<file path="src/linear_ode_rk4_stepper_macros.svh">
// Assertion macros for the RK4 linear ODE stepper
`ifndef LINEAR_ODE_RK4_STEPPER_MACROS_SVH
`define LINEAR_ODE_RK4_STEPPER_MACROS_SVH

// check that cond holds in the same cycle as trig
`define LORK_ASSERT_NOW(label, clk, rst_n, trig, cond, msg) \
	label: assert property (@(posedge clk) disable iff (!rst_n) (trig) |-> (cond)) \
		else $error(msg);

// check that cond holds in the cycle after trig
`define LORK_ASSERT_NEXT(label, clk, rst_n, trig, cond, msg) \
	label: assert property (@(posedge clk) disable iff (!rst_n) (trig) |=> (cond)) \
		else $error(msg);

`endif

</file>
<file path="src/lors_ram.sv">
// Generic single-write, single-read RAM with registered read
module lors_ram #(
	parameter int WIDTH = 32,
	parameter int DEPTH = 32
) (
	input  logic                     clk,
	input  logic                     we,
	input  logic [$clog2(DEPTH)-1:0] waddr,
	input  logic [WIDTH-1:0]         wdata,
	input  logic [$clog2(DEPTH)-1:0] raddr,
	output logic [WIDTH-1:0]         rdata
);

	logic [WIDTH-1:0] mem_q [DEPTH];
	logic [WIDTH-1:0] rdata_q;

	always_ff @(posedge clk) begin
		if (we) begin
			mem_q[waddr] <= wdata;
		end
		rdata_q <= mem_q[raddr];
	end

	assign rdata = rdata_q;

endmodule

</file>
<file path="config.mk">
export PLATFORM = sky130hd
export DESIGN_NAME = lors_ram
export DESIGN_NICKNAME = d
export VERILOG_FILES = /design/src/linear_ode_rk4_stepper_macros.svh /design/src/lors_ram.sv
export SDC_FILE = /design/constraint.sdc
export NUM_CORES = 1
export LEC_CHECK = 0
export BUFFER_PORTS_ARGS = -buffer_cell sky130_fd_sc_hd__buf_2
export CAP_MARGIN = 5
export CORE_ASPECT_RATIO = 0.75
export CORE_MARGIN = 10
export CORE_UTILIZATION = 60
export DETAILED_ROUTE_END_ITERATION = 10
export PLACE_DENSITY = 0.76
export SLEW_MARGIN = 20
export SYNTH_ARGS = -nofsm -noshare
export SYNTH_HDL_FRONTEND = slang
export SYNTH_SLANG_ARGS = --single-unit
</file>
<file path="constraint.sdc">
create_clock -name clk -period 3.02 [get_ports clk]
set_clock_uncertainty 0.05 [all_clocks]
set_input_delay 0.151 -clock clk [delete_from_list [all_inputs] [get_ports clk]]
set_output_delay 0.151 -clock clk [all_outputs]
set_load 0.02 [all_outputs]
</file>
* Yosys cells after proc, flatten, opt, wreduce, memory -nomap -nowiden
Memories as Yosys holds them, arrays and structs flattened. A register that Yosys moved wholly into a read port is not among the register bits.
Index checks and enable logic that the tools add are counted.
** Word-level totals
- Register bits after elaboration :: 0
- Memory bits (writable) :: 1024
- Bits of input ports :: 44
- Output and inout bits :: 32
- Memories :: 1
** Cells by class
- Muxes and demuxes :: 2
** Memories
- mem_q :: depth 32, width 32, rd ports 1, clocked after Yosys merged registers in 1, wr ports 1, RTL line lors_ram.sv:14 : logic [WIDTH-1:0] mem_q [DEPTH];
** Operators by type and width (count)
- 1-bit 2-to-1 mux :: 2

* Depth between registers and ports, before layout
Gate-level depths: netlist (run 1).
- Depth in word-level cells :: 2
- Gate-level depth with buffers :: 8
- Depth with buffers taken out :: 5

* Least setup slack after synthesis (run 1)
OpenSTA, ideal clock, no wires.
- Path type :: input-to-reg
- Start point :: in waddr[1]
- End point :: mem mem_q[12][0] (enable)
- Setup time :: 0.421 ns
- Arrival time :: 2.164 ns
- Data required time :: 2.549 ns
- Slack :: 0.385 ns
- Stages on the path :: 3
- Buffers on the path :: 1
- Cells stage by stage :: or3b_2 clkbuf_1 nor2_1
** RTL lines
- from (decl) :: RTL line lors_ram.sv:8 : input logic [$clog2(DEPTH)-1:0] waddr,
- to (decl) :: RTL line lors_ram.sv:14
Straight into the memory's write port.

* Worst setup path in the final report (run 1)
- Start point :: in waddr[1]
- End point :: mem mem_q[13][28] (enable)
Straight into the memory's write port.

==> results of run 1 <==
## worst min path at each step
stage / start / endpoint / cells after the start
after floorplan: wdata[0] / mem_q[0][0] / 0
after global placement: rdata[27] / rdata[27] / 1
after detailed placement: rdata[28] / rdata[28] / 1
after CTS: waddr[2] / mem_q[10][9] / 3
after global routing: waddr[4] / mem_q[10][9] / 3
final: waddr[2] / mem_q[10][9] / 3
## report_power, final
group,total [µW],internal [µW],switching [µW]
sequential,16400,16300,73.5
clock,12000,6880,5110
combinational,1610,555,1060
total,30000,23700,6240
## what timing repair did
action	4_1_cts	5_1_grt
hold buffers	32	0
setup buffers	0	0
resized for setup	0	0
hold endpoints to repair	1024	0
## stage by stage
step | hold slack, ns | cell area, µm² | power [µW] | setup WS, ns
final | 0.135 | 46100 | 30000 | 1.33
after global routing | 0.145 | 46100 | 30700 | 1.29
after CTS | 0.0984 | 46100 | 30100 | 1.37
after detailed placement | 0.524 | 42600 | 18200 | 0.693
after global placement | 0.523 | 42600 | 18200 | 0.700
after floorplan | 0.200 | 40500 | 17600 | 0.385
## cell families after synthesis
| family | after synthesis |
|---|---|
| buffers and inverters | 127 |
| multiplexers | 512 |
| AND/OR/NAND/NOR | 277 |
| AO/OA/AOI/OAI | 288 |
| flip-flops | 1056 |
## worst max-delay path: cells and delay by family
family | cells | cell delay, ns
buf+inv | 3 | 1.06
simple gates | 2 | 0.68
## cells in the final DEF, fill, tap and decap left out, types with 33 or more instances in the layout
cell type / Yosys / layout
edfxtp_1: 1024 / 1024
mux2i_1: 512 / 512
nand3_1: 98 / 98
clkbuf_16: 0 / 98
nand2_1: 98 / 97
a22oi_1: 96 / 96
a21oi_1: 96 / 96
buf_2: 26 / 74
a22o_1: 64 / 64
buf_4: 33 / 47
buf_12: 0 / 39
nor2_4: 0 / 33
## flip-flops by register name (all words and copies together) (netlist names)
name / flops
rdata: 32
mem_q: 1024
## layer usage
| layer | routed length [µm] | part of all wire (%) | vias up |
|---|---|---|---|
| li1 | - | - | 9312 |
| met1 | 38000 | 41 | 11000 |
| met2 | 44700 | 48 | 1073 |
| met3 | 7970 | 8.5 | 178 |
| met4 | 2830 | 3.0 | 2 |
| met5 | 13 | 0.014 | - |
## cell type report
type | count | area share, %
multi-input cells | 1077 | 18.7
diodes | 1 | 0.00543
well taps | 882 | 2.40
clock inverters | 44 | 0.964
clock buffers | 129 | 5.79
flip-flops and latches | 1056 | 68.2
repair buffers | 193 | 3.99
==> out/metrics.yaml, run 1 <==
power_and_ir_drop:
  power_density_nw_per_um2: 650
  irDropWorstVdd_v: 0.000520
  p_leak_uw: 0.0161
floorplan:
  die_w_um: 320
  die_h_um: 245
  core-area_um2: 66800
  num_io_pins: 76
  rows: 82
  dieArea_um2: 78400
  start_util_pct: 60.6
clock_network:
  cts_buffers: 94
  clockRootBuffer: "clkbuf_16"
  clock_latency_ns: 0.65
  clk_pin_slew_ns: 0.06
  clockBufferDepth: 3
  htreeDepth: 3
  tritoncts: "done"
  cts.sinks: 1056
routing:
  drc_errors: 0
  wl_per_cell_um: 27.6
  drtIter0Drc: 2620
  routed_wl_um: 93500
  dr.pass1.iters: 6
  via_count: 21600
  ant_nets: 0
  avgViaCountPerCell: 6.39
final_layout:
  seq_area_um2: 31400
  syn_to_final_growth_pct: 13.8
  fin_util_pct: 69.0
  final_cells: 3382
  layout-drive-gt1-share_pct: 13.8
  fill_cells: 4112
  fin_nets: 2466
  multiInputGateArea_um2: 8610
synth:
  synth_area_leader_cell: "edfxtp_1"
  synth-seq-cells: 1056
  synth_ff_type: "edfxtp_1"
  synth-xor-area-share_pct: 0
  seq_area_frac_synth_pct: 77.5
  synth_area_leaders: "edfxtp_1 (76%), mux2i_1 (13%), a22oi_1 (1.8%), dfxtp_1 (1.6%), a22o_1 (1.4%)"
  synth_edf_count: 1024
  synth_top_area_share_pct: 76.0
  synthTopCellsByCount: "edfxtp_1 (1024), mux2i_1 (512), nand2_1 (98), nand3_1 (98)"
  yosysMostFrequentCell: "edfxtp_1"
  synth_adder_area_share_pct: 0
  syn_area_per_cell_um2: 17.9
  syn-num-nets: 2304
  syn_inst: 2260
  synthSimpleGateAreaFrac_pct: 3.10
  synth_mux_area_share_pct: 12.7
  synth_top_family_by_area: "multiplexers"
  yosys_warnings: 0
  yosysUniqueCellTypes: 25
  synth_compound_area_share_pct: 4.85
  netlist_area_um2: 40500
  ys_async_sr_fraction_pct: 0
global_routing:
  grt_start_max_net_pins: 73
  grt_pass1_vias: 21300
  busiest_layer: "met2"
  grt_pass1_wl_um: 137000
  antenna_found_initial: 2
  use_met2_pct: 37.8
  grt_overflow_total: 0
  grt_use_met1_pct: 32.6
  track_usage_pct: 23.4
  grt_use_met3_pct: 3.95
sta:
  tightest_slew_ns: 0.875
  hold_violations: 0
  min_period_over_period_pct: 55.8
  fin_setup_tns_ns: 0
  maxSlewViolCount: 0
  period_needed_ns: 1.69
  setup_viol: 0
  relSlewSlack_pct: 41.6
  fmax_mhz: 593
  rsz0062_at_grt: "no"
place:
  hpwl_um: 48100
  port_buffers: 75
  post-place-cells: 3176
  gp_congestion: 0.777
worst_setup_path:
  crit_start: "waddr[1]"
  cp_data_arrival_time_ns: 1.90
  cp_slowest_cell: "nand3b_1"
  r2r-start: "mem_q[0][9]"
  rrSetupSlack_ns: 1.56
  ff2ff_path_depth: 5
  startpoint_type: "primary input"
  max_stage_delay_ns: 0.58
  required_ns: 3.24
  cp-endpoint: "mem_q[13][28]"
  path_cells: "buf_2 > nand3b_1 > buf_4 > nor2_4 > buf_4"
  cpMostUsedCell: "buf_4"
  crit_path_end_kind: "flop"
  criticalPathCategory: "in2reg"
  r2r_end: "rdata[9]"
  path_max_fanout: 32
worst_hold_path:
  worstHoldPathType: "in2reg"
run_status:
  status: "finished, final reports clean"
run:
  cap_violations: 0
Power figures use the tool's default switching activity.
==> inputs of run 2 (changes only) <==
- ABC_AREA: default -> 1
- CORE_UTILIZATION: 60 -> 56
- PLACE_DENSITY: 0.76 -> 0.74
- clock period: 3.02 -> 1.45 ns (I/O delays scaled with it)
==> out/metrics.yaml, run 2 <==
synth:
  synth_area_leader_cell: "edfxtp_1"
  yosysMostFrequentCell: "nand2_1"
  seq_area_frac_synth_pct: 74.0  # -3.5 points
  synth-seq-cells: 1056  # unchanged
  synth_ff_type: "edfxtp_1"
  yosysUniqueCellTypes: 14  # -44%
  yosys_warnings: 0  # unchanged
  synth_top_area_share_pct: 72.5  # -3.4 points
  synth_edf_count: 1024  # unchanged
  netlist_area_um2: 42400  # +4.7%
  ys_async_sr_fraction_pct: 0  # unchanged
  syn-num-nets: 3580  # +55%
  synth_area_leaders: "edfxtp_1 (73%), nand2_1 (13%), nand3_1 (9.2%), buf_6 (1.8%), dfxtp_1 (1.5%)"
  syn_inst: 3536  # +56%
  syn_area_per_cell_um2: 12.0  # -33%
  synthTopCellsByCount: "nand2_1 (1440), edfxtp_1 (1024), nand3_1 (780), buf_2 (83), buf_6 (66)"
routing:
  maxUsedRoutingLayer: "met5"
  dr.pass1.iters: 5  # -1
  wl_per_cell_um: 23.3  # -16%
  via_count: 28300  # +31%
  drc_errors: 0  # unchanged
  wl_met3_um: 13100  # +64%
  wl_met2_um: 51100  # +14%
  drtIter0Drc: 3493  # +33%
  avgViaCountPerCell: 5.87  # -8.1%
  routed_wl_um: 112000  # +20%
  wirelength_met1_um: 44100  # +16%
  ant_nets: 0  # unchanged
worst_setup_path:
  r2r-start: "mem_q[31][16]"
  criticalPathCategory: "reg2out"
  cp_slowest_cell: "dfxtp_1"
  critical_path_buf_inv_count: 1  # -2
  crit_path_end_kind: "primary output"
  crit_start: "rdata[11]"
  path_cells: "buf_2"
  cp_data_arrival_time_ns: 1.30  # -0.60 ns
  path_max_fanout: 1  # -97%
  required_ns: 1.33  # -1.91 ns
  startpoint_type: "flop"
  crit_family: "flip-flops"
  max_stage_delay_ns: 0.39  # -0.19 ns
final_layout:
  layout_commonest_cell: "nand2_1"
  largest_reg_flops: 1024  # unchanged
  syn_to_final_growth_pct: 17.3
  fill_cells: 5123  # +25%
  final_cell_mix: "nand2_1 (1440), edfxtp_1 (1024), nand3_1 (776), buf_12 (126), buf_4 (101)"
  fin_util_pct: 66.2  # -2.7 points
  layout-drive-gt1-share_pct: 12.7  # -1.1 points
  fin_nets: 3795  # +54%
  top_register: "mem_q"
global_routing:
  antenna_found_initial: 3  # +1
  grt_pass1_vias: 27100  # +27%
  grt_pass1_wl_um: 168000  # +23%
  grt_overflow_total: 0  # unchanged
  grt_start_max_net_pins: 52  # -29%
  track_usage_pct: 25.6  # +2.1 points
sta:
  fin_setup_tns_ns: 0  # unchanged
  fmax_mhz: 705
  rsz0062_at_grt: "no"
  maxSlewViolCount: 0  # unchanged
  min_period_over_period_pct: 97.8
  tightest_slew_ns: 0.620  # -0.255 ns
  setup_viol: 0  # unchanged
  hold_violations: 0  # unchanged
  relSlewSlack_pct: 58.7  # +17 points
  period_needed_ns: 1.42
clock_network:
  clk_pin_slew_ns: 0.06  # about the same
  cts_buffers: 98  # +4.3%
  clockBufferDepth: 3  # unchanged
  cts.sinks: 1056  # unchanged
  clock_latency_ns: 0.69  # +0.04 ns
  post_cts_buffers: 0  # unchanged
  tritoncts: "done"
  clockRootBuffer: "clkbuf_16"
  htreeDepth: 3  # unchanged
floorplan:
  num_io_pins: 76  # unchanged
  core-area_um2: 75100  # +12%
  dieArea_um2: 87200  # +11%
  rows: 87  # +6.1%
  die_w_um: 338  # +5.6%
  start_util_pct: 56.5  # -4.2 points
  die_h_um: 258  # +5.5%
power_and_ir_drop:
  power_density_nw_per_um2: 1300  # +100%
  finalPower_uw: 64900  # +120%
  irDropWorstVdd_v: 0.00123  # +140%
  p_leak_uw: 0.0185  # +15%
worst_hold_path:
  worstHoldPathType: "in2reg"
  hold_start: "raddr[1]"
run:
  cap_violations: 0  # unchanged
place:
  port_buffers: 75  # unchanged
  hpwl_um: 65500  # +36%
  gp_congestion: 0.836  # +7.6%
run_status:
  status: "finished, final reports clean"
-- run 2: changes by cell type after synthesis, moves of 32 or more --
cell     change
nand2_1   +1342
a22oi_1     -96
nor3_1      -32
a22o_1      -64
nand3_1    +682
a31oi_1     -32
mux2i_1    -512
a21oi_1     -96
buf_6       +51
buf_2       +57
-- run 2: final cells by class --
cell class	instances	area, µm²	share of cell area [%]
flip-flops and latches	1056	31400	63.1
multi-input cells	2252	9710	19.5
repair buffers	333	4020	8.08
inverters	10	66.3	0.133
clock buffers	142	2770	5.57
clock inverters	44	543	1.09
well taps	979	1220	2.46
diodes	3	7.51	0.0151
-- run 2: power breakdown --
| part | internal, µW | switching, µW | total [µW] |
|---|---|---|---|
| sequential | 33900 | 192 | 34100 |
| combinational | 1490 | 3050 | 4540 |
| clock | 15000 | 11200 | 26200 |
| total | 50400 | 14500 | 64900 |
-- run 2: cells by family after synthesis --
family / after synthesis / share of synthesized area (%)
buffers and inverters: 228 / 3.74
DFF: 1056 / 74.0
and+or+nand+nor: 2252 / 22.2
-- run 2: per-stage QoR --
step           instances  worst slack, ns  instance area, µm²  hold slack [ns]
2_1_floorplan       3536          -0.0579               42700            0.121
5_1_grt             4816         0.000191               49700           0.0637
3_5_place_dp        4595          -0.0575               46000            0.442
6_report            4819           0.0318               49700           0.0512
3_3_place_gp        4595           0.0151               46000            0.442
4_1_cts             4816          0.00672               49700           0.0154
-- run 2: worst paths after layout --
| path | cells after the start | slack [ns] | end |
|---|---|---|---|
| hold / removal | 9 | 0.05 | rdata[15] |
| hold reg to reg | 8 | 0.70 | rdata[31] |
| setup reg to reg | 9 | 0.13 | rdata[16] |
| setup / recovery | 1 | 0.03 | rdata[11] |
-- run 2: timing repair --
item | 4_1_cts | 5_1_grt
gates resized for setup | 9 | 4
hold buffers | 35 | 0
endpoints found under the hold margin | 1053 | 0
setup endpoints to repair | 6 | 3
-- run 2: layer usage --
layer,up-vias,GRT usage (%)
met2,1639,39.2
met3,274,6.39
met5,-,0
met4,2,8.96
li1,12800,-
met1,13600,35.5
